### src/rtl/esa_pkg.sv
// Shared types, constants and helpers for the encoder setpoint adjuster.
// No dependencies; every other file in rtl/ imports this package.
`timescale 1ns / 1ps

package esa_pkg;

	localparam int VOLTAGE_BITS = 10;
	localparam int CURRENT_BITS = 9;
	localparam int IDLE_BITS    = 8;
	localparam int CFG_DATA_BITS =
		(VOLTAGE_BITS >= CURRENT_BITS) ?
			((VOLTAGE_BITS >= IDLE_BITS) ? VOLTAGE_BITS : IDLE_BITS) :
			((CURRENT_BITS >= IDLE_BITS) ? CURRENT_BITS : IDLE_BITS);
	localparam int CFG_INDEX_BITS = 3;

	localparam logic [IDLE_BITS-1:0] IDLE_SAT       = '1;
	localparam logic [IDLE_BITS-1:0] IDLE_LIMIT_RST = IDLE_BITS'(200);

	// event kinds
	localparam logic [1:0] OP_ENC  = 2'd0;
	localparam logic [1:0] OP_BTN  = 2'd1;
	localparam logic [1:0] OP_TICK = 2'd2;

	// adjust modes
	localparam logic [1:0] MODE_OFF  = 2'd0;
	localparam logic [1:0] MODE_VOLT = 2'd1;
	localparam logic [1:0] MODE_CURR = 2'd2;

	// register indexes
	localparam logic [CFG_INDEX_BITS-1:0] CFG_VOLTAGE_MAX   = CFG_INDEX_BITS'(0);
	localparam logic [CFG_INDEX_BITS-1:0] CFG_CURRENT_MAX   = CFG_INDEX_BITS'(1);
	localparam logic [CFG_INDEX_BITS-1:0] CFG_IDLE_LIMIT    = CFG_INDEX_BITS'(2);
	localparam logic [CFG_INDEX_BITS-1:0] CFG_START_VOLTAGE = CFG_INDEX_BITS'(3);
	localparam logic [CFG_INDEX_BITS-1:0] CFG_START_CURRENT = CFG_INDEX_BITS'(4);

	typedef struct packed {
		logic [1:0] opcode;
		logic [1:0] encoder_code;
	} in_t;

	typedef struct packed {
		logic [VOLTAGE_BITS-1:0] voltage_setpoint;
		logic [CURRENT_BITS-1:0] current_setpoint;
		logic [1:0]              mode;
		logic                    store_pulse;
		logic                    setpoint_updated;
	} out_t;

	typedef struct packed {
		logic [VOLTAGE_BITS-1:0] voltage_max;
		logic [CURRENT_BITS-1:0] current_max;
		logic [IDLE_BITS-1:0]    idle_limit;
	} cfg_t;

	typedef struct packed {
		logic up;
		logic down;
	} step_t;

	// successor along the quadrature sequence 0,2,3,1
	function automatic logic [1:0] code_next(input logic [1:0] code);
		logic [1:0] nxt;
		unique case (code)
			2'd0: nxt = 2'd2;
			2'd1: nxt = 2'd0;
			2'd2: nxt = 2'd3;
			default: nxt = 2'd1;
		endcase
		return nxt;
	endfunction

	function automatic step_t step_dir(input logic [1:0] prev, input logic [1:0] now);
		step_t s;
		s.up   = (code_next(prev) == now);
		s.down = !s.up && (code_next(now) == prev);
		return s;
	endfunction

endpackage

### src/rtl/esa_cfg.sv
// Configuration register file: clamps and idle limit.
// Depends on esa_pkg.
`timescale 1ns / 1ps

module esa_cfg (
	input  logic                                 clk,
	input  logic                                 arst_n,
	input  logic                                 cfg_valid,
	input  logic [esa_pkg::CFG_INDEX_BITS-1:0]   cfg_index,
	input  logic [esa_pkg::CFG_DATA_BITS-1:0]    cfg_data,
	output esa_pkg::cfg_t                        cfg
);
	import esa_pkg::*;

	cfg_t cfg_q;

	// Start values only matter at reset, and reset clears them, so
	// writes to those two indexes are taken and dropped.
	always_ff @(posedge clk or negedge arst_n) begin
		if (!arst_n) begin
			cfg_q.voltage_max <= '1;
			cfg_q.current_max <= '1;
			cfg_q.idle_limit  <= IDLE_LIMIT_RST;
		end else if (cfg_valid) begin
			unique case (cfg_index)
				CFG_VOLTAGE_MAX: cfg_q.voltage_max <= cfg_data[VOLTAGE_BITS-1:0];
				CFG_CURRENT_MAX: cfg_q.current_max <= cfg_data[CURRENT_BITS-1:0];
				CFG_IDLE_LIMIT:  cfg_q.idle_limit  <= cfg_data[IDLE_BITS-1:0];
				default: ;
			endcase
		end
	end

	assign cfg = cfg_q;

endmodule

### src/rtl/esa_core.sv
// Adjuster state and its next-state logic for one event.
// Depends on esa_pkg.
`timescale 1ns / 1ps

module esa_core (
	input  logic          clk,
	input  logic          arst_n,
	input  logic          advance,
	input  esa_pkg::in_t  item,
	input  esa_pkg::cfg_t cfg,
	output esa_pkg::out_t result
);
	import esa_pkg::*;

	logic [VOLTAGE_BITS-1:0] voltage_q;
	logic [CURRENT_BITS-1:0] current_q;
	logic [1:0]              mode_q;
	logic [1:0]              last_code_q;
	logic [IDLE_BITS-1:0]    idle_q;
	logic                    armed_q;

	logic [1:0]              mode_a, mode_n;
	logic [IDLE_BITS-1:0]    idle_a, idle_n;
	logic                    armed_a, armed_n, fire;
	logic [VOLTAGE_BITS-1:0] voltage_n;
	logic [CURRENT_BITS-1:0] current_n;
	logic                    updated;
	step_t                   dir;
	logic [VOLTAGE_BITS:0]   v_cand;
	logic [CURRENT_BITS:0]   c_cand;
	logic                    v_neg, c_neg;

	assign dir = step_dir(last_code_q, item.encoder_code);

	// candidate setpoints; a step below zero is flagged apart
	always_comb begin
		v_neg  = dir.down && (voltage_q == '0);
		c_neg  = dir.down && (current_q == '0);
		v_cand = {1'b0, voltage_q};
		c_cand = {1'b0, current_q};
		if (dir.up) begin
			v_cand = {1'b0, voltage_q} + (VOLTAGE_BITS+1)'(1);
			c_cand = {1'b0, current_q} + (CURRENT_BITS+1)'(1);
		end else if (dir.down && !v_neg) begin
			v_cand = {1'b0, voltage_q} - (VOLTAGE_BITS+1)'(1);
		end
		if (dir.down && !c_neg)
			c_cand = {1'b0, current_q} - (CURRENT_BITS+1)'(1);
	end

	always_comb begin
		mode_a  = mode_q;
		idle_a  = idle_q;
		armed_a = armed_q;
		unique case (item.opcode)
			OP_BTN: begin
				armed_a = 1'b1;
				idle_a  = '0;
				mode_a  = (mode_q == MODE_VOLT) ? MODE_CURR :
					(mode_q == MODE_OFF) ? MODE_VOLT : MODE_OFF;
			end
			OP_TICK: begin
				if (idle_q != IDLE_SAT)
					idle_a = idle_q + IDLE_BITS'(1);
			end
			default: ;
		endcase

		fire    = armed_a && (idle_a > cfg.idle_limit);
		mode_n  = fire ? MODE_OFF : mode_a;
		armed_n = fire ? 1'b0 : armed_a;
		idle_n  = idle_a;

		voltage_n = voltage_q;
		current_n = current_q;
		updated   = 1'b0;
		if (item.opcode == OP_ENC) begin
			if (mode_n == MODE_VOLT) begin
				if (!v_neg && v_cand >= {1'b0, cfg.voltage_max})
					voltage_n = cfg.voltage_max;
				else
					voltage_n = v_neg ? '0 : v_cand[VOLTAGE_BITS-1:0];
			end
			if (mode_n == MODE_CURR) begin
				if (!c_neg && c_cand >= {1'b0, cfg.current_max})
					current_n = cfg.current_max;
				else
					current_n = c_neg ? '0 : c_cand[CURRENT_BITS-1:0];
			end
			if ((mode_n == MODE_VOLT || mode_n == MODE_CURR) &&
				item.encoder_code != last_code_q) begin
				updated = 1'b1;
				idle_n  = '0;
			end
		end
	end

	always_ff @(posedge clk or negedge arst_n) begin
		if (!arst_n) begin
			voltage_q   <= '0;
			current_q   <= '0;
			mode_q      <= MODE_OFF;
			last_code_q <= '0;
			idle_q      <= '0;
			armed_q     <= 1'b0;
		end else if (advance) begin
			voltage_q <= voltage_n;
			current_q <= current_n;
			mode_q    <= mode_n;
			idle_q    <= idle_n;
			armed_q   <= armed_n;
			if (item.opcode == OP_ENC)
				last_code_q <= item.encoder_code;
		end
	end

	assign result.voltage_setpoint = voltage_n;
	assign result.current_setpoint = current_n;
	assign result.mode             = mode_n;
	assign result.store_pulse      = fire;
	assign result.setpoint_updated = updated;

	// a timeout always leaves the save disarmed
	assert property (@(posedge clk) disable iff (!arst_n)
		advance && fire |=> !armed_q)
		else $error("save still armed after store pulse");

	// the idle counter and the mode hold while nothing is processed
	assert property (@(posedge clk) disable iff (!arst_n)
		!advance |=> $stable(idle_q) && $stable(mode_q))
		else $error("state changed without an event");

	assert property (@(posedge clk) disable iff (!arst_n)
		mode_q != 2'd3)
		else $error("mode register reached an unused code");

endmodule

### src/rtl/encoder_setpoint_adjuster.sv
// An accepted event is held in the input register, then its result goes to the result
// register; the next-state logic between the two registers sets the pace.
// Throughput: one event per cycle while the output is not stalled.
// Stall on the input rises only when the input register holds a transaction and the result
// register is full and stalled.
// Reset (arst_n low, asynchronous): setpoints 0, mode off, idle count 0, save disarmed,
// clamps at full scale, idle limit 200. Configuration writes are always ready.
`timescale 1ns / 1ps

module encoder_setpoint_adjuster (
	input  logic                                 clk,
	input  logic                                 arst_n,
	input  logic                                 in_valid,
	output logic                                 in_stall,
	input  esa_pkg::in_t                         in_data,
	output logic                                 out_valid,
	input  logic                                 out_stall,
	output esa_pkg::out_t                        out_data,
	input  logic                                 cfg_valid,
	output logic                                 cfg_ready,
	input  logic [esa_pkg::CFG_INDEX_BITS-1:0]   cfg_index,
	input  logic [esa_pkg::CFG_DATA_BITS-1:0]    cfg_data
);
	import esa_pkg::*;

	logic  valid_s1, valid_s2;
	in_t   item_s1;
	out_t  data_s2;
	out_t  result;
	cfg_t  cfg;
	logic  advance;

	assign cfg_ready = 1'b1;

	esa_cfg u_cfg (
		.clk       (clk),
		.arst_n    (arst_n),
		.cfg_valid (cfg_valid),
		.cfg_index (cfg_index),
		.cfg_data  (cfg_data),
		.cfg       (cfg)
	);

	esa_core u_core (
		.clk     (clk),
		.arst_n  (arst_n),
		.advance (advance),
		.item    (item_s1),
		.cfg     (cfg),
		.result  (result)
	);

	// move the held transaction on whenever the result register frees up
	assign advance  = valid_s1 && (!valid_s2 || !out_stall);
	assign in_stall = valid_s1 && !advance;

	always_ff @(posedge clk or negedge arst_n) begin
		if (!arst_n) begin
			valid_s1 <= 1'b0;
			valid_s2 <= 1'b0;
		end else begin
			if (in_valid && !in_stall)
				valid_s1 <= 1'b1;
			else if (advance)
				valid_s1 <= 1'b0;
			if (advance)
				valid_s2 <= 1'b1;
			else if (!out_stall)
				valid_s2 <= 1'b0;
		end
	end

	always_ff @(posedge clk) begin
		if (in_valid && !in_stall)
			item_s1 <= in_data;
		if (advance)
			data_s2 <= result;
	end

	assign out_valid = valid_s2;
	assign out_data  = data_s2;

	assert property (@(posedge clk) disable iff (!arst_n)
		out_valid && out_data.store_pulse |-> out_data.mode == MODE_OFF)
		else $error("store pulse with mode not off");

	assert property (@(posedge clk) disable iff (!arst_n)
		out_valid && out_data.setpoint_updated |-> out_data.mode != MODE_OFF)
		else $error("setpoint update reported in mode off");

	assert property (@(posedge clk) disable iff (!arst_n)
		in_stall |=> valid_s1 && $stable(item_s1))
		else $error("held transaction lost while stalled");

	assert property (@(posedge clk) disable iff (!arst_n)
		out_valid && out_stall |=> out_valid && $stable(out_data))
		else $error("result register changed under stall");

endmodule
### config.mk
export PLATFORM = sky130hd
export DESIGN_NAME = encoder_setpoint_adjuster
export DESIGN_NICKNAME = d
export VERILOG_FILES = /design/src/rtl/esa_pkg.sv /design/src/rtl/esa_cfg.sv /design/src/rtl/esa_core.sv /design/src/rtl/encoder_setpoint_adjuster.sv
export SDC_FILE = /design/constraint.sdc
export NUM_CORES = 1
export LEC_CHECK = 0
export BUFFER_PORTS_ARGS = -buffer_cell sky130_fd_sc_hd__buf_2
export CAP_MARGIN = 40
export CORE_AREA = 2 2 138 140
export CTS_CLUSTER_DIAMETER = 40
export DETAILED_ROUTE_END_ITERATION = 10
export DIE_AREA = 0 0 140 142
export GPL_TIMING_DRIVEN = 0
export MAX_ROUTING_LAYER = met4
export PLACE_DENSITY = 0.47
export RECOVER_POWER = 50
export SLEW_MARGIN = 20
export SYNTH_ARGS = -nofsm -noshare
export SYNTH_HDL_FRONTEND = slang
export SYNTH_SLANG_ARGS = --single-unit
### constraint.sdc
create_clock -name clk -period 9.65 [get_ports clk]
set_input_delay 1.93 -clock clk [delete_from_list [all_inputs] [get_ports clk]]
set_output_delay 1.93 -clock clk [all_outputs]
set_load 0.005 [all_outputs]
### After elaboration in Yosys (flattened, before gate mapping)

Cells that the tools add are included.

* flip-flop bits (word level): 88
* input port bits: 22
* output and inout bits: 26
* logic and storage cells: 104

* add/sub/neg operators: 5
* order comparisons: 3
* eq/ne operators: 16
* multiplexer cells: 29
* reduce and logical (&&, ||, !) cells: 33

Operators by type and width (count)
* $mux 10: 6
* $mux 9: 4
* $mux 8: 3
* $mux 11: 2
* $pmux 8 s2: 1
* $logic_and 1x1->1: 12
* $pmux 2 s3: 2
* $add 10x1->11 const B: 1
* $ge 11x10->1: 1
* $sub 10x1->11 const B: 1
* $add 9x1->10 const B: 1
* $eq 2x1->1 const B: 5
* $ge 10x9->1: 1
* $logic_not 10->1: 1
* $sub 9x1->10 const B: 1
* $logic_not 9->1: 1
* $add 8x1->8 const B: 1
* $eq 2x2->1 const B: 4
* $gt 8x8->1: 1
* $logic_not 2->1: 4
* $mux 1: 8
* $ne 8x8->1 const B: 1
* $reduce_and 2->1: 4
* $logic_not 1->1: 7
* other kinds (9): 13

### Longest topological paths before layout

* depth in word-level cells: 15
* gate-level depth with buffers: 20
* depth with buffers taken out: 20

### Cells and area by module

A second synthesis with hierarchy kept.

* cells, all modules: 553
* area total of the unflattened synthesis: 5569.1 um^2

Modules (own cells, without submodules)
* esa_core: instances 1, cells an instance 456, area an instance 3592.2 um^2, seq. area each 800.8 um^2
* esa_cfg: instances 1, cells an instance 60, area an instance 1062.3 um^2, seq. area each 703.2 um^2
* encoder_setpoint_adjuster: instances 1, cells an instance 37, area an instance 914.6 um^2, seq. area each 860.8 um^2

### Worst setup path after synthesis

OpenSTA, ideal clock, no wires.

* kind: input to output
* from: in out_stall
* to: out in_stall
* arrival time: 2.084 ns
* data required time: 7.720 ns
* slack: 5.636 ns
* stages: 2
* path buffers: 0
* path through: nand3_1 -> inv_1

* longest elaborated chain between the ends: 5

RTL lines
* from (decl): RTL line encoder_setpoint_adjuster.sv:17 `input logic out_stall,`
* $logic_not 1->1
* $logic_or 1x1->1: RTL line encoder_setpoint_adjuster.sv:54 `assign advance = valid_s1 && (!valid_s2 || !out_stall);`
* $logic_and 1x1->1: RTL line encoder_setpoint_adjuster.sv:54
* $logic_not 1->1: RTL line encoder_setpoint_adjuster.sv:55 `assign in_stall = valid_s1 && !advance;`
* $logic_and 1x1->1: RTL line encoder_setpoint_adjuster.sv:55
* to (decl): RTL line encoder_setpoint_adjuster.sv:14 `output logic in_stall,`

No other way between the ends.

==> summary.txt <==
Run status
  • Outcome: complete, but fails checks
  • Violated checks: design-rule violations, max-capacitance violations, max-slew violations

Setup path
  • Cell repeated most along the worst path: clkbuf_1
  • Crit start category: input pin
  • Worst R2R Setup Slack: 4.87 ns
  • CP Data Required Time: 9.46 ns
  • Path depth of the worst reg2reg path: 18
  • Largest fanout on the critical path: 51
  • Critical path arrival: 4.61 ns
  • RR Endpoint: u_core.current_q[7]$_DFFE_PN0P_
  • Crit path max-delay family: buffers and inverters
  • Worst R2R Start: u_core.idle_q[0]$_DFFE_PN0P_
  • WP buf/inv: 2
  • Worst setup startpoint: arst_n
  • CP max stage delay: 2.15 ns
  • Crit Path Class: input pin to async pin
  • Setup crit end kind: async pin
  • Crit-path cells: clkbuf_1, clkbuf_1
  • CP max stage cell: clkbuf_1

Timing
  • Final Slew Violations: 52
  • Post-layout min period: 4.801 ns
  • Period utilisation layout: 49.75%
  • Final hold viol count: 0
  • Hold_ws: 0.5022 ns
  • Slew HR: -97.97%
  • Setup Skew: 0.01337 ns
  • Worst Slack Setup Final: 4.849 ns
  • FMAX: 0.2083 GHz
  • TNS Setup: 0 ns
  • RSZ-0062 raised after global routing: no
  • Least-Margin Pin Slew: 2.970 ns
  • # setup viols final: 0

Clock tree
  • H-tree lvl count: 3
  • CTS Root Cell: clkbuf_16
  • Post-CTS Setup Repair Bufs: 0
  • Post-CTS sizing: 0
  • TritonCTS Buffers: 9
  • Num Clock Sinks: 88
  • CTS tree: built
  • Clock latency on the worst-skew pair: 0.36 ns
  • CTS Buffer Depth: 2
  • Clock edge transition at the registers on the reported setup and hold paths: 0.06 ns
  • Post-CTS Hold Buffers: 0

Die
  • Chip Height: 142 um
  • Overall die width: 140 um
  • CORE AREA: 18,460 um2
  • Die area: 19,880 um2
  • Starting density of the core: 29.51%
  • Top Ports: 48
  • Row cnt: 50

Synthesis
  • Netlist cell types: 63
  • Top post-synthesis cells by area: dfrtp_1 18%, edfxtp_1 15%, dfstp_2 11%
  • Count leader, synth: nand2_1
  • Fraction of registers with async set/reset: 69.32%
  • Post-synth top cells: 79 x nand2_1, 60 x o21ai_0, 40 x inv_1
  • Yosys warning count: 0
  • Synth Flop Type: dfrtp_1
  • Mapped Area: 5445 um2
  • Mean area per synthesized cell: 9.503 um2
  • Share of the yosys chip area belonging to registers: 43.43%
  • Number of synthesized register bits: 88
  • Synthesized Nets: 633
  • Synth area leader: dfrtp_1
  • Synth top area share: 17.92%
  • Number of flops mapped to enable cells by yosys: 27
  • Mapped Cells: 573

Power
  • VDD IR max: 110.7 uV
  • Pwr Total: 0.001799 W
  • PwrDens: 284.2 nW/um2
  • Leakage power: 2.670 nW

Route
  • Final WL: 14,740 um
  • First-pass detailed-route iteration total: 10
  • ANT nets after route: 0
  • Vias per Instance: 5.075
  • Via Count: 4,420
  • Iter 0 DRT Violations: 282
  • DRC Markers: 2
  • Wire per inst: 16.92 um

Global routing
  • First-pass GRT wire length: 24,140 um
  • GR peak layer: met2
  • Vias in the first global route: 4,557
  • Initial antenna violation count: 0
  • Met3 Track Usage GR: 1.918%
  • Largest net degree at the start of global routing: 52
  • GRT Residual Overflow: 0
  • Met2 Use GR: 26.21%
  • Tot GR Track Use: 15.93%
  • Grt met1 use: 20.24%

Hold path
  • Hold WC Path Type: flop to flop
  • Hold_sp: valid_s1$_DFFE_PN0P_
  • Worst Hold Path EP: out_valid$_DFFE_PN0P_
  • Worst hold path depth: 1

Final layout
  • NumNets Final: 692
  • Final design utilization: 34.30%
  • Diodes inserted: 0
  • Fraction of layout cells with a size suffix above 1: 14.91%
  • Layout area overhead: 16.25%

Job
  • Max-cap violations: 1

Placed design
  • GPL Wtd Cong: 0.8811
  • Post-place setup slack: 4.891 ns
  • Port-buffer cells: 46
  • Detailed Place HPWL: 11,110 um
==> kinds of logic (layout without fill, tap and decap cells) <==
| kind of cell | Yosys count | in the layout | synth area share [%] |
|---|---|---|---|
| DFF | 88 | 88 | 43.43 |
| buffers and inverters | 62 | 126 | 4.595 |
| AOI/OAI and AO/OA | 156 | 156 | 18.29 |
| adders and majority gates | 38 | 38 | 8.732 |
| muxes | 20 | 20 | 3.814 |
| and+or+nand+nor | 183 | 183 | 16.91 |
| xor gates and xnor gates | 25 | 25 | 4.159 |
| other | 1 | 1 | 0.06887 |
==> layout make-up <==
type / instances / area (um2)
well taps: 234 / 292.8
plain buffers: 21 / 96.34
inverters: 41 / 155.1
fillers: 1899 / 12130
multi-input cells: 423 / 2830
repair buffers: 48 / 220.2
clock buffers: 11 / 242.7
clock inverters: 5 / 127.6
flip-flops and latches: 88 / 2365
==> worst max path at each step <==
| stage | endpoint | slack, ns | cells after the start |
|---|---|---|---|
| 2_1_floorplan | in_stall | 5.64 | 2 |
| 3_3_place_gp | u_core.voltage_q[2]$_DFFE_PN0P_ | 4.79 | 8 |
| 3_5_place_dp | u_core.current_q[6]$_DFFE_PN0P_ | 4.89 | 18 |
| 4_1_cts | u_core.idle_q[4]$_DFFE_PN0P_ | 4.86 | 19 |
| 5_1_grt | u_core.voltage_q[2]$_DFFE_PN0P_ | 4.19 | 2 |
| 6_report | u_cfg.cfg[0]$_DFFE_PN0P_ | 4.85 | 2 |
==> flip-flops by register name (all words and copies together), names as in the netlist <==
name and count:
u_core.armed_q 1, out_data 23, u_core.current_q 9, valid_s1 1
item_s1 4, u_core.mode_q 2, u_core.voltage_q 10, u_cfg.cfg 27
u_core.idle_q 8, u_core.last_code_q 2, out_valid 1
==> metrics by stage <==
stage	cell area (um2)	instances
floorplan	5445	573
global placement	5968	853
detailed placement	6005	855
CTS	6375	871
global route	6330	871
finish	6330	871
==> report_power, final <==
part / switching [W] / internal [W] / leakage, nW
combinational: 0.000468 / 0.000323 / 1.50
sequential: 0.0000726 / 0.000490 / 0.997
clock: 0.000158 / 0.000287 / 0.176
total: 0.000699 / 0.00110 / 2.67
==> worst register-to-register path, cell delays in order (launching register included) <==
cell	delay [ns]
dfrtp_1	0.41
ha_1	0.24
nand4_1	0.19
o21ai_0	0.40
nand2_1	0.11
a21oi_1	0.23
ha_1	0.28
nor2b_1	0.13
o21a_1	0.16
o21a_1	0.16
o21ai_0	0.17
a21oi_1	0.22
a21oi_1	0.46
a21o_1	0.21
ha_1	0.21
nand2_1	0.24
nor2_1	0.41
nand2_1	0.26
o21ai_0	0.23
==> routing by layer <==
metal  up-vias  wire length, um  share of wire, %
li1       2182                -                 -
met1      2152             7061                48
met2        69             7032                48
met3        17              375               2.5
met4         0              271               1.8
met5         -                0                 0
==> layout by cell type (no fill, tap or decap), drive strengths merged, types with 6 or more instances in the layout <==
cell and n:
o31ai 15, edfxtp 27, nor2 25, dfstp 22, xnor2 17, nand2 79, o21ai 61, a22o 14
nor3 8, buf 39, xor2 8, ha 38, and3 7, a21oi 27, clkbuf 41, o21a 7
mux2i 14, dfrtp 39, inv 40, nand4 11, nand3 16, mux2 6
No activity file was read; power rests on OpenSTA's default activity.
